## config.mk

```make
export PLATFORM = sky130hd
export DESIGN_NAME = keyspace_candidate_generator
export DESIGN_NICKNAME = d
export VERILOG_FILES = /design/src/rtl/kcg_pkg.sv /design/src/rtl/kcg_ram.sv /design/src/rtl/kcg_ctrl.sv /design/src/rtl/kcg_dp.sv /design/src/rtl/keyspace_candidate_generator.sv
export SDC_FILE = /design/constraint.sdc
export NUM_CORES = 1
export LEC_CHECK = 0
export ABC_AREA = 1
export BUFFER_PORTS_ARGS = -buffer_cell sky130_fd_sc_hd__buf_4
export CORE_MARGIN = 4
export CORE_UTILIZATION = 40
export CTS_BUF_LIST = sky130_fd_sc_hd__clkbuf_4 sky130_fd_sc_hd__clkbuf_8
export DETAILED_ROUTE_END_ITERATION = 8
export PLACE_DENSITY = 0.61
export SYNTH_ARGS = -nofsm -noshare
export SYNTH_HDL_FRONTEND = slang
export SYNTH_HIERARCHICAL = 1
export SYNTH_SLANG_ARGS = --single-unit
```

## constraint.sdc

```tcl
create_clock -name clk_i -period 19.8 [get_ports clk_i]
set_input_delay 2.97 -clock clk_i [delete_from_list [all_inputs] [get_ports clk_i]]
set_output_delay 2.97 -clock clk_i [all_outputs]
set_load 0.02 [all_outputs]
```

## src/rtl/kcg_pkg.sv

```systemverilog
package kcg_pkg;

  localparam int MAX_ALPHABET = 64;
  localparam int MAX_LENGTH   = 16;

  localparam int SYM_W   = 8;
  localparam int IDX_W   = 64;
  localparam int SLOT_W  = $clog2(MAX_ALPHABET);
  localparam int RADIX_W = $clog2(MAX_ALPHABET) + 1;
  localparam int LEN_W   = 5;
  localparam int POS_W   = 4;
  localparam int ACT_W   = 2;
  localparam int CFG_W   = 7;

  // Restoring division of the index by the radix, several quotient bits per cycle
  localparam int DIV_STEPS  = 8;
  localparam int DIV_CYCLES = IDX_W / DIV_STEPS;
  localparam int DCNT_W     = $clog2(DIV_CYCLES);

  typedef logic [ACT_W-1:0] action_t;
  localparam action_t ACT_LOAD  = 2'd0;
  localparam action_t ACT_START = 2'd1;
  localparam action_t ACT_STEP  = 2'd2;

  localparam logic CFG_ALPHABET_SIZE    = 1'b0;
  localparam logic CFG_CANDIDATE_LENGTH = 1'b1;

  typedef struct packed {
    logic load_sym;
    logic start_rng;
    logic step_init;
    logic div_run;
    logic ram_rd;
    logic emit_char;
    logic emit_exh;
  } kcg_cmd_t;

  typedef struct packed {
    logic exhausted;
    logic div_done;
    logic last_digit;
    logic out_free;
  } kcg_sts_t;

endpackage

```

## src/rtl/kcg_ram.sv

```systemverilog
module kcg_ram #(
  parameter int WIDTH = 8,
  parameter int DEPTH = 64
) (
  input  logic                     clk_i,
  input  logic                     we_i,
  input  logic [$clog2(DEPTH)-1:0] waddr_i,
  input  logic [WIDTH-1:0]         wdata_i,
  input  logic                     re_i,
  input  logic [$clog2(DEPTH)-1:0] raddr_i,
  output logic [WIDTH-1:0]         rdata_o
);

  logic [WIDTH-1:0] mem_q [DEPTH];
  logic [WIDTH-1:0] rdata_q;

  always_ff @(posedge clk_i) begin
    if (we_i) begin
      mem_q[waddr_i] <= wdata_i;
    end
    if (re_i) begin
      rdata_q <= mem_q[raddr_i];
    end
  end

  assign rdata_o = rdata_q;

endmodule

```

## src/rtl/kcg_ctrl.sv

```systemverilog
module kcg_ctrl (
  input  logic                 clk_i,
  input  logic                 rst_ni,
  input  logic                 in_valid_i,
  input  kcg_pkg::action_t     action_i,
  input  kcg_pkg::kcg_sts_t    sts_i,
  output logic                 in_stall_o,
  output kcg_pkg::kcg_cmd_t    cmd_o
);

  typedef enum logic [2:0] {
    ST_IDLE,
    ST_DIV,
    ST_RD,
    ST_EMIT,
    ST_EXH
  } state_e;

  state_e state_q, state_d;

  always_comb begin
    state_d = state_q;
    cmd_o   = '0;
    case (state_q)
      ST_IDLE: begin
        if (in_valid_i) begin
          case (action_i)
            kcg_pkg::ACT_LOAD:  cmd_o.load_sym  = 1'b1;
            kcg_pkg::ACT_START: cmd_o.start_rng = 1'b1;
            kcg_pkg::ACT_STEP: begin
              if (sts_i.exhausted) begin
                state_d = ST_EXH;
              end else begin
                cmd_o.step_init = 1'b1;
                state_d         = ST_DIV;
              end
            end
            default: ;
          endcase
        end
      end
      ST_DIV: begin
        cmd_o.div_run = 1'b1;
        if (sts_i.div_done) begin
          state_d = ST_RD;
        end
      end
      ST_RD: begin
        cmd_o.ram_rd = 1'b1;
        state_d      = ST_EMIT;
      end
      ST_EMIT: begin
        if (sts_i.out_free) begin
          cmd_o.emit_char = 1'b1;
          state_d         = sts_i.last_digit ? ST_IDLE : ST_DIV;
        end
      end
      ST_EXH: begin
        if (sts_i.out_free) begin
          cmd_o.emit_exh = 1'b1;
          state_d        = ST_IDLE;
        end
      end
      default: state_d = ST_IDLE;
    endcase
  end

  always_ff @(posedge clk_i or negedge rst_ni) begin
    if (!rst_ni) begin
      state_q <= ST_IDLE;
    end else begin
      state_q <= state_d;
    end
  end

  assign in_stall_o = (state_q != ST_IDLE);

endmodule

```

## src/rtl/kcg_dp.sv

```systemverilog
module kcg_dp (
  input  logic                               clk_i,
  input  logic                               rst_ni,
  input  kcg_pkg::kcg_cmd_t                  cmd_i,
  output kcg_pkg::kcg_sts_t                  sts_o,
  input  logic                               cfg_we_i,
  input  logic                               cfg_idx_i,
  input  logic [kcg_pkg::CFG_W-1:0]          cfg_data_i,
  input  logic [kcg_pkg::SLOT_W-1:0]         symbol_slot_i,
  input  logic [kcg_pkg::SYM_W-1:0]          symbol_value_i,
  input  logic [kcg_pkg::IDX_W-1:0]          range_first_i,
  input  logic [kcg_pkg::IDX_W-1:0]          range_stop_i,
  output logic                               out_valid_o,
  input  logic                               out_stall_i,
  output logic [kcg_pkg::SYM_W-1:0]          char_out_o,
  output logic [kcg_pkg::POS_W-1:0]          char_position_o,
  output logic                               last_char_o,
  output logic                               exhausted_o,
  output logic [kcg_pkg::IDX_W-1:0]          candidate_index_o
);

  logic [kcg_pkg::RADIX_W-1:0] asize_q;
  logic [kcg_pkg::LEN_W-1:0]   clen_q;
  logic [kcg_pkg::RADIX_W-1:0] radix;
  logic [kcg_pkg::LEN_W-1:0]   len;

  logic [kcg_pkg::IDX_W-1:0]   idx_q, end_q;
  logic [kcg_pkg::IDX_W-1:0]   num_q, num_d;
  logic [kcg_pkg::RADIX_W-1:0] rem_q, rem_d;
  logic [kcg_pkg::DCNT_W-1:0]  cnt_q;
  logic [kcg_pkg::POS_W-1:0]   dig_q;
  logic [kcg_pkg::LEN_W-1:0]   len_m1;
  logic                        last_digit;
  logic [kcg_pkg::SYM_W-1:0]   ram_rdata;

  logic                        out_valid_q;
  logic [kcg_pkg::SYM_W-1:0]   char_q;
  logic [kcg_pkg::POS_W-1:0]   pos_q;
  logic                        last_q;
  logic                        exh_q;
  logic [kcg_pkg::IDX_W-1:0]   cidx_q;
  logic                        out_free;

  // Clamp the configuration into the supported range
  always_comb begin
    if (asize_q == '0) begin
      radix = kcg_pkg::RADIX_W'(1);
    end else if (asize_q > kcg_pkg::RADIX_W'(kcg_pkg::MAX_ALPHABET)) begin
      radix = kcg_pkg::RADIX_W'(kcg_pkg::MAX_ALPHABET);
    end else begin
      radix = asize_q;
    end
    if (clen_q == '0) begin
      len = kcg_pkg::LEN_W'(1);
    end else if (clen_q > kcg_pkg::LEN_W'(kcg_pkg::MAX_LENGTH)) begin
      len = kcg_pkg::LEN_W'(kcg_pkg::MAX_LENGTH);
    end else begin
      len = clen_q;
    end
  end

  assign len_m1     = len - kcg_pkg::LEN_W'(1);
  assign last_digit = ({1'b0, dig_q} == len_m1);

  // DIV_STEPS restoring steps per cycle; remainder stays below the radix
  always_comb begin
    logic [kcg_pkg::RADIX_W-1:0] t;
    logic [kcg_pkg::RADIX_W-1:0] r;
    logic [kcg_pkg::IDX_W-1:0]   n;
    r = rem_q;
    n = num_q;
    for (int i = 0; i < kcg_pkg::DIV_STEPS; i++) begin
      t = {r[kcg_pkg::RADIX_W-2:0], n[kcg_pkg::IDX_W-1]};
      if (t >= radix) begin
        r = t - radix;
        n = {n[kcg_pkg::IDX_W-2:0], 1'b1};
      end else begin
        r = t;
        n = {n[kcg_pkg::IDX_W-2:0], 1'b0};
      end
    end
    rem_d = r;
    num_d = n;
  end

  always_ff @(posedge clk_i or negedge rst_ni) begin
    if (!rst_ni) begin
      asize_q <= kcg_pkg::RADIX_W'(1);
      clen_q  <= kcg_pkg::LEN_W'(1);
    end else if (cfg_we_i) begin
      if (cfg_idx_i == kcg_pkg::CFG_ALPHABET_SIZE) begin
        asize_q <= cfg_data_i[kcg_pkg::RADIX_W-1:0];
      end else begin
        clen_q <= cfg_data_i[kcg_pkg::LEN_W-1:0];
      end
    end
  end

  always_ff @(posedge clk_i or negedge rst_ni) begin
    if (!rst_ni) begin
      idx_q <= '0;
      end_q <= '0;
    end else if (cmd_i.start_rng) begin
      idx_q <= range_first_i;
      end_q <= range_stop_i;
    end else if (cmd_i.emit_char && last_digit) begin
      idx_q <= idx_q + kcg_pkg::IDX_W'(1);
    end
  end

  always_ff @(posedge clk_i or negedge rst_ni) begin
    if (!rst_ni) begin
      cnt_q <= '0;
      dig_q <= '0;
    end else if (cmd_i.step_init) begin
      cnt_q <= '0;
      dig_q <= '0;
    end else if (cmd_i.div_run) begin
      cnt_q <= cnt_q + kcg_pkg::DCNT_W'(1);
    end else if (cmd_i.emit_char) begin
      cnt_q <= '0;
      dig_q <= dig_q + kcg_pkg::POS_W'(1);
    end
  end

  // Quotient stays in num_q and feeds the next digit
  always_ff @(posedge clk_i) begin
    if (cmd_i.step_init) begin
      num_q <= idx_q;
      rem_q <= '0;
    end else if (cmd_i.div_run) begin
      num_q <= num_d;
      rem_q <= rem_d;
    end else if (cmd_i.emit_char) begin
      rem_q <= '0;
    end
  end

  kcg_ram #(
    .WIDTH(kcg_pkg::SYM_W),
    .DEPTH(kcg_pkg::MAX_ALPHABET)
  ) u_table (
    .clk_i  (clk_i),
    .we_i   (cmd_i.load_sym),
    .waddr_i(symbol_slot_i),
    .wdata_i(symbol_value_i),
    .re_i   (cmd_i.ram_rd),
    .raddr_i(rem_q[kcg_pkg::SLOT_W-1:0]),
    .rdata_o(ram_rdata)
  );

  assign out_free = !out_valid_q || !out_stall_i;

  always_ff @(posedge clk_i or negedge rst_ni) begin
    if (!rst_ni) begin
      out_valid_q <= 1'b0;
    end else if (cmd_i.emit_char || cmd_i.emit_exh) begin
      out_valid_q <= 1'b1;
    end else if (!out_stall_i) begin
      out_valid_q <= 1'b0;
    end
  end

  always_ff @(posedge clk_i) begin
    if (cmd_i.emit_char) begin
      char_q <= ram_rdata;
      pos_q  <= kcg_pkg::POS_W'(len_m1 - {1'b0, dig_q});
      last_q <= last_digit;
      exh_q  <= 1'b0;
      cidx_q <= idx_q;
    end else if (cmd_i.emit_exh) begin
      char_q <= '0;
      pos_q  <= '0;
      last_q <= 1'b0;
      exh_q  <= 1'b1;
      cidx_q <= idx_q;
    end
  end

  assign sts_o.exhausted  = (idx_q >= end_q);
  assign sts_o.div_done   = (cnt_q == kcg_pkg::DCNT_W'(kcg_pkg::DIV_CYCLES - 1));
  assign sts_o.last_digit = last_digit;
  assign sts_o.out_free   = out_free;

  assign out_valid_o       = out_valid_q;
  assign char_out_o        = char_q;
  assign char_position_o   = pos_q;
  assign last_char_o       = last_q;
  assign exhausted_o       = exh_q;
  assign candidate_index_o = cidx_q;

endmodule

```

## src/rtl/keyspace_candidate_generator.sv

```systemverilog
// Password candidate enumerator over a loaded alphabet.
// Input channel (in_valid_i / in_stall_o): one item per handshake. A load item
// writes symbol_value_i into slot symbol_slot_i, a start item sets the current
// index and the exclusive range end, a step item emits the next candidate.
// Output channel (out_valid_o / out_stall_i): one character per item, least
// significant digit first, last_char_o on the final one; a step at or past
// the range end gives a single item with exhausted_o set.
// Load and start are taken while idle and do not stall the input. A step
// divides the 64-bit index by the radix for each digit, 8 quotient bits per
// cycle, then reads the alphabet table and writes the character into the
// output register. Configuration (cfg_we_i, cfg_idx_i, cfg_data_i) must be
// written only while idle; the block itself does not enforce it.
// Reset clears index and range end and sets alphabet size and length to 1;
// the alphabet table holds garbage until loaded.
// A stalled receiver holds the output register; the block waits for it before
// writing the next character and stalls the input until the step is done.
module keyspace_candidate_generator (
  input  logic                               clk_i,
  input  logic                               rst_ni,
  input  logic                               cfg_we_i,
  input  logic                               cfg_idx_i,
  input  logic [kcg_pkg::CFG_W-1:0]          cfg_data_i,
  input  logic                               in_valid_i,
  output logic                               in_stall_o,
  input  logic [kcg_pkg::ACT_W-1:0]          action_i,
  input  logic [kcg_pkg::SLOT_W-1:0]         symbol_slot_i,
  input  logic [kcg_pkg::SYM_W-1:0]          symbol_value_i,
  input  logic [kcg_pkg::IDX_W-1:0]          range_first_i,
  input  logic [kcg_pkg::IDX_W-1:0]          range_stop_i,
  output logic                               out_valid_o,
  input  logic                               out_stall_i,
  output logic [kcg_pkg::SYM_W-1:0]          char_out_o,
  output logic [kcg_pkg::POS_W-1:0]          char_position_o,
  output logic                               last_char_o,
  output logic                               exhausted_o,
  output logic [kcg_pkg::IDX_W-1:0]          candidate_index_o
);

  kcg_pkg::kcg_cmd_t cmd;
  kcg_pkg::kcg_sts_t sts;

  kcg_ctrl u_ctrl (
    .clk_i     (clk_i),
    .rst_ni    (rst_ni),
    .in_valid_i(in_valid_i),
    .action_i  (action_i),
    .sts_i     (sts),
    .in_stall_o(in_stall_o),
    .cmd_o     (cmd)
  );

  kcg_dp u_dp (
    .clk_i            (clk_i),
    .rst_ni           (rst_ni),
    .cmd_i            (cmd),
    .sts_o            (sts),
    .cfg_we_i         (cfg_we_i),
    .cfg_idx_i        (cfg_idx_i),
    .cfg_data_i       (cfg_data_i),
    .symbol_slot_i    (symbol_slot_i),
    .symbol_value_i   (symbol_value_i),
    .range_first_i    (range_first_i),
    .range_stop_i     (range_stop_i),
    .out_valid_o      (out_valid_o),
    .out_stall_i      (out_stall_i),
    .char_out_o       (char_out_o),
    .char_position_o  (char_position_o),
    .last_char_o      (last_char_o),
    .exhausted_o      (exhausted_o),
    .candidate_index_o(candidate_index_o)
  );

endmodule

```

==> results of run 1 <==
## worst register-to-register path, delay by kind of cell (launching register included)
family | cells | cell delay [ns]
AOI/OAI and AO/OA | 13 | 2.61
xor gates and xnor gates | 1 | 0.17
adders and majority gates | 8 | 2.82
buffers and inverters | 8 | 1.51
DFF | 1 | 0.54
and+or+nand+nor | 37 | 5.29
## path summary, 6_finish.rpt
kind | startpoint | end | slack (ns) | cells after the start
worst min-delay path | u_dp/exhausted_o | u_dp/exhausted_o | 0.48 | 2
max in group asynchronous | rst_ni | u_dp/end_q[23] | 15.97 | 2
worst max register to register | u_dp/asize_q[0] | u_dp/rem_q[1] | 6.76 | 67
worst max-delay path | u_dp/asize_q[0] | u_dp/rem_q[1] | 6.76 | 67
min in group asynchronous | rst_ni | u_ctrl/state_q[2] | 2.23 | 1
worst min register to register | u_dp/exhausted_o | u_dp/exhausted_o | 0.48 | 2
## area by class of cell
cell class                      instances  area (µm²)
Antenna cell                            2        5.00
Clock buffer                          210        2540
Clock inverter                         43         313
Fill cell                            9430       53300
Inverter                              294        1120
Multi-Input combinational cell       2690       13600
Sequential cell                       819       23800
Tap cell                             1287        1610
Timing Repair Buffer                  264        2020
## through the flow
step / utilization / setup WS, ns / cells / area, µm²
finish: 0.458 / 6.76 / 5609 / 45000
global route: 0.458 / 5.18 / 5609 / 45000
CTS: 0.458 / 6.87 / 5607 / 45000
detailed placement: 0.429 / 6.87 / 5354 / 42100
global placement: 0.429 / 7.11 / 5354 / 42100
floorplan: - / 9.25 / 3978 / 39600
## placed cells by master (no fill, tap or decap), types with 9 or more instances in the layout
| master | n |
|---|---|
| a21oi_1 | 71 |
| a31oi_1 | 17 |
| buf_4 | 260 |
| clkbuf_4 | 56 |
| clkbuf_8 | 154 |
| clkinv_1 | 24 |
| clkinv_2 | 13 |
| dfrtp_1 | 149 |
| edfxtp_1 | 661 |
| fa_1 | 9 |
| ha_1 | 128 |
| inv_1 | 282 |
| nand2_1 | 1193 |
| nand3_1 | 555 |
| nand4_1 | 57 |
| nor2_1 | 203 |
| nor3_1 | 30 |
| nor4_1 | 12 |
| o211ai_1 | 28 |
| o21ai_0 | 219 |
| or2_2 | 9 |
| xnor2_1 | 17 |
| xor2_1 | 50 |
## metal layers
layer | part of all wire | GRT usage
met1 | 0.44 | 0.297
met2 | 0.45 | 0.337
met3 | 0.067 | 0.0413
met4 | 0.039 | 0.0956
met5 | 0 | 0
## logic make-up after synthesis
family	count (synthesis)	synth area share
AND/OR/NAND/NOR	2110	0.230
flip-flops	819	0.601
multiplexers	2	0.000538
XOR/XNOR	67	0.0148
buffers and inverters	469	0.0563
adder cells (fa/ha/maj)	137	0.0450
AO/OA/AOI/OAI	374	0.0521
## flip-flops by register name (all words and copies together) (netlist names)
signal                  flops
u_dp/idx_q                 64
u_dp/clen_q                 5
u_dp/asize_q                7
u_dp/u_table/mem_q        512
u_dp/rem_q                  6
u_dp/char_out_o             8
u_dp/end_q                 64
u_dp/dig_q                  4
u_ctrl/state_q              3
u_dp/out_valid_o            1
u_dp/candidate_index_o     64
u_dp/last_char_o            1
u_dp/exhausted_o            1
u_dp/num_q                 64
u_dp/cnt_q                  3
u_dp/char_position_o        4
u_dp/u_table/rdata_o        8
==> key figures, run 1 <==
Clock tree
  – Clock sinks: 819
  – CTS Buffer Depth: 3
  – TritonCTS clock tree: done
  – Clk slew on worst S/H paths: 0.06 ns
  – CTS resizes: 0
  – Num CTS Buffers: 141
  – Root Buffer Master: clkbuf_8
  – Worst-Skew Late Latency: 0.83 ns
  – Cts hold-fix bufs: 0
  – Post-CTS Setup Bufs: 0
  – CTS H-tree lvls: 4

Floorplan
  – Die W: 322 µm
  – Chip Height: 322 µm
  – Number of I/O pins: 237
  – Row Count: 115
  – Initial Util: 0.403
  – Die Area: 104000 µm²
  – Core ar.: 98300 µm²

Timing
  – Final Hold Fails: 0
  – Min cycle time layout: 13.04 ns
  – Slew margin rel.: 0.277
  – RSZ-0062 raised after global routing: no
  – Final hold slack: 0.480 ns
  – Clk_skew: 0.0369 ns
  – Setup violators final: 0
  – Worst-Margin Slew: 1.08 ns
  – Max-slew violation count: 0
  – Peak Freq: 0.0767 GHz
  – Setup_tns: 0 ns
  – Crit share post-route: 0.658

Place
  – I/O Buffers: 236
  – Hpwl dp: 74.6 mm
  – Placer congestion estimate: 0.947

Min path
  – Hold WC Path Type: reg2reg

Worst setup path
  – Worst EP required: 20.49 ns
  – Most frequent CP cell: nand2_1
  – Critical Path Source Type: flop
  – Kind of critical path: reg2reg
  – Slowest-stage cell, CP: dfstp_2
  – Crit-path max FO: 11
  – CP bufs+invs: 8
  – Critical Path End Type: flop
  – Critical Path Max Stage Delay: 0.54 ns
  – Crit-path leading delay family: simple AND/OR/NAND/NOR gates
  – Worst EP arrival: 13.73 ns

Yosys
  – Area leader, netlist: edfxtp_1
  – Mapped Cells: 3978
  – Yosys top cell area share: 0.502
  – Top-count cell post-synth: nand2_1
  – Seq/Total Area, Yosys: 0.601
  – Post-synth EDFFs: 661
  – Post-synthesis async set-or-reset flop share: 0.184
  – Syn avg cell area: 9.95 µm²
  – Yosys warns: 6
  – Top FF cell, synth: edfxtp_1
  – Flops & latches, synth: 819
  – Commonest cells in the netlist: nand2_1, edfxtp_1, nand3_1
  – Netlist Area Pre-Place: 39600 µm²
  – Synthesized Nets: 4272
  – Top post-synthesis cells by area: edfxtp_1, nand2_1, dfrtp_1
  – Post-synth cell types: 61

GRT
  – Largest net degree at the start of global routing: 185
  – First-pass GRT wire length: 171 mm
  – Vias in the first global route: 28400
  – Initial antenna violation count: 3
  – GRT overflow: 0
  – Gr usage total: 0.217

Routing
  – WL/cell: 20.4 µm
  – DR vias/cell: 5.28
  – Initial DRC Count: 2750
  – DRC Markers: 0
  – Drt first pass iters: 6
  – Final WL: 114 mm
  – Via count: 29600
  – Post-route ant nets: 0

Finish
  – Layout cell share with drive strength beyond 1: 0.131
  – NumNets Final: 4504
  – Area grow syn2layout: 13.7%

Job
  – Max Cap Viol: 0

Outcome
  – Outcome: finished, final reports clean
Power of run 1 is left out: the tool's default activity adds up to more than one toggle a clock period on the data nets, which glitch-free logic cannot reach.
==> run 2, diff against run 1 <==
ABC_AREA = 0   (was 1)
clock period = 12.6 ns   (was 19.8 ns; I/O delays follow)
==> key figures, run 2 <==
Timing
  – Peak Freq: 0.0829 GHz (+8.1%)
  – Max-slew violation count: 0 (unchanged)
  – Crit share post-route: 0.957 (+0.299)
  – Clk_skew: 0.0384 ns (+0.00146 ns)
  – Min cycle time layout: 12.06 ns (-0.972 ns)
  – Slew margin rel.: 0.138 (-0.139)
  – Final Hold Fails: 0 (unchanged)
  – Setup_tns: 0 ns (unchanged)
  – Setup violators final: 0 (unchanged)
  – Worst-Margin Slew: 1.28 ns (+0.207 ns)

GRT
  – GRT overflow: 0 (unchanged)
  – First-pass GRT wire length: 144 mm (-16%)
  – Busiest grt layer: met2
  – Largest net degree at the start of global routing: 123 (-34%)
  – GR met3 Demand/Resource: 0.0376 (-0.00379)
  – GRT met1 Usage: 0.261 (-0.0354)
  – Gr usage total: 0.193 (-0.0239)
  – Met2 Track Usage GR: 0.315 (-0.0222)
  – Vias in the first global route: 23500 (-17%)
  – Initial antenna violation count: 4 (+1)

Job
  – Max Cap Viol: 0 (unchanged)

Yosys
  – Area leader, netlist: edfxtp_1
  – Syn avg cell area: 14.7 µm² (+48%)
  – Seq/Total Area, Yosys: 0.639 (+0.0386)
  – Yosys warns: 6 (unchanged)
  – Post-synthesis async set-or-reset flop share: 0.184 (unchanged)
  – Mapped Cells: 2534 (-36%)
  – Post-synth EDFFs: 661 (unchanged)
  – Netlist Area Pre-Place: 37200 µm² (-6.0%)
  – Yosys top cell area share: 0.534 (+0.0323)
  – Top FF cell, synth: edfxtp_1
  – Commonest cells in the netlist: edfxtp_1, nand2_1, dfrtp_1
  – Flops & latches, synth: 819 (unchanged)
  – Synthesized Nets: 2828 (-34%)
  – Top post-synthesis cells by area: edfxtp_1, dfrtp_1, mux4_2
  – Post-synth cell types: 88 (+44%)
  – Top-count cell post-synth: edfxtp_1

Floorplan
  – Initial Util: 0.404 (+0.00174)
  – Die Area: 97900 µm² (-5.9%)
  – Die W: 313 µm (-3.0%)
  – Chip Height: 313 µm (-3.0%)
  – Row Count: 111 (-3.5%)
  – Number of I/O pins: 237 (unchanged)
  – Core ar.: 91900 µm² (-6.4%)

Worst setup path
  – Critical Path Source Type: flop
  – Kind of critical path: reg2reg
  – Worst EP arrival: 12.71 ns (-1.02 ns)
  – R2R cell count: 59 (-12%)
  – Crit-path max FO: 7 (-4)
  – Most frequent CP cell: ha_1
  – Slowest-stage cell, CP: dfrtp_1
  – Critical Path Max Stage Delay: 0.40 ns (-0.14 ns)
  – Critical Path End Type: flop
  – Worst EP required: 13.25 ns (-7.24 ns)

Finish
  – Most frequent cells in the layout: edfxtp_1, buf_4, nand2_1
  – Commonest non-fill, non-tap cell in the layout: edfxtp_1
  – Finished Layout Cells: 4226 (-25%)
  – Area grow syn2layout: 17.2%
  – Final Cell Area: 43600 µm² (-3.1%)
  – Largest register FFs: 512 (unchanged)
  – Biggest register: u_dp/u_table/mem_q
  – Layout cell share with drive strength beyond 1: 0.281 (+0.149)
  – Final core utilization: 0.474 (+0.0162)
  – NumNets Final: 3165 (-30%)

Place
  – Placer congestion estimate: 0.876 (-7.5%)
  – I/O Buffers: 236 (unchanged)
  – Hpwl dp: 63.7 mm (-15%)
  – Cell total after placement: 3961 (-26%)
  – Post-placement cell area: 40400 µm² (-4.1%)

Routing
  – Via count: 23000 (-22%)
  – Final WL: 95.9 mm (-16%)
  – Drt first pass iters: 5 (-1)
  – DRC Markers: 0 (unchanged)
  – Initial DRC Count: 2103 (-24%)
  – DR vias/cell: 5.44 (+3.1%)
  – Post-route ant nets: 0 (unchanged)
  – WL/cell: 22.7 µm (+11%)

Min path
  – Hold-critical path depth: 1 (-1)
  – Hold WC Path Type: reg2reg

Clock tree
  – Root Buffer Master: clkbuf_8
  – Num CTS Buffers: 137 (-2.8%)
  – Clock sinks: 819 (unchanged)
  – CTS Buffer Depth: 3 (unchanged)
  – Clk slew on worst S/H paths: 0.06 ns (about the same)
  – Worst-Skew Late Latency: 0.79 ns (-0.04 ns)
  – CTS H-tree lvls: 4 (unchanged)
  – TritonCTS clock tree: done

Outcome
  – Outcome: finished, final reports clean
run 2: cells by family after synthesis:
logic type | synth area share
xor+xnor | 0.0224
simple gates | 0.0853
flops | 0.639
buf+inv | 0.0265
fa+ha+maj | 0.0479
compound gates | 0.0656
mux | 0.113
run 2: repair_timing:
item | 4_1_cts | 5_1_grt
endpoints found under the setup margin | 7 | 7
pin swaps | 2 | 24
hold buffers | 0 | 0
setup buffers | 1 | 13
resized for setup | 9 | 43
run 2: routing by layer:
layer	share of wire	vias up
li1	-	10300
met1	0.42	11700
met2	0.48	823
met3	0.065	155
met4	0.025	0
met5	0	-
run 2: path summary, 6_finish.rpt:
check / start / endpoint / slack [ns]
setup / recovery: u_dp/asize_q[6] / u_dp/rem_q[3] / 0.54
hold / removal: u_dp/cnt_q[0] / u_dp/cnt_q[0] / 0.51
setup reg to reg: u_dp/asize_q[6] / u_dp/rem_q[3] / 0.54
hold reg to reg: u_dp/cnt_q[0] / u_dp/cnt_q[0] / 0.51
max in group asynchronous: rst_ni / u_dp/idx_q[63] / 10.03
min in group asynchronous: rst_ni / u_dp/end_q[35] / 1.19
run 2: worst max-delay path, delay by kind of cell, from the launching register on:
kind | cells | cell delay, ns
DFF | 1 | 0.40
muxes | 3 | 0.82
buffers and inverters | 6 | 0.81
AOI/OAI and AO/OA | 29 | 5.39
and+or+nand+nor | 13 | 2.09
adders and majority gates | 8 | 2.35
run 2: area by class of cell:
class | count | area, µm²
antenna | 3 | 7.51
clock buffer | 192 | 2340
clock inverter | 56 | 505
fill | 7988 | 48400
inverter | 116 | 435
multi-input combinational | 1494 | 12600
sequential | 819 | 23800
tap | 1243 | 1560
timing repair buffer | 303 | 2290
run 2: metrics by stage:
| step | hold slack [ns] | setup WS (ns) |
|---|---|---|
| finish | 0.505 | 0.537 |
| detailed placement | 0.495 | -0.353 |
| CTS | 0.505 | 0.000389 |
| global route | 0.548 | -0.0785 |
| global placement | 0.487 | 0.0623 |
| floorplan | 0.467 | 0.177 |
Power of run 2 is left out for the same reason.
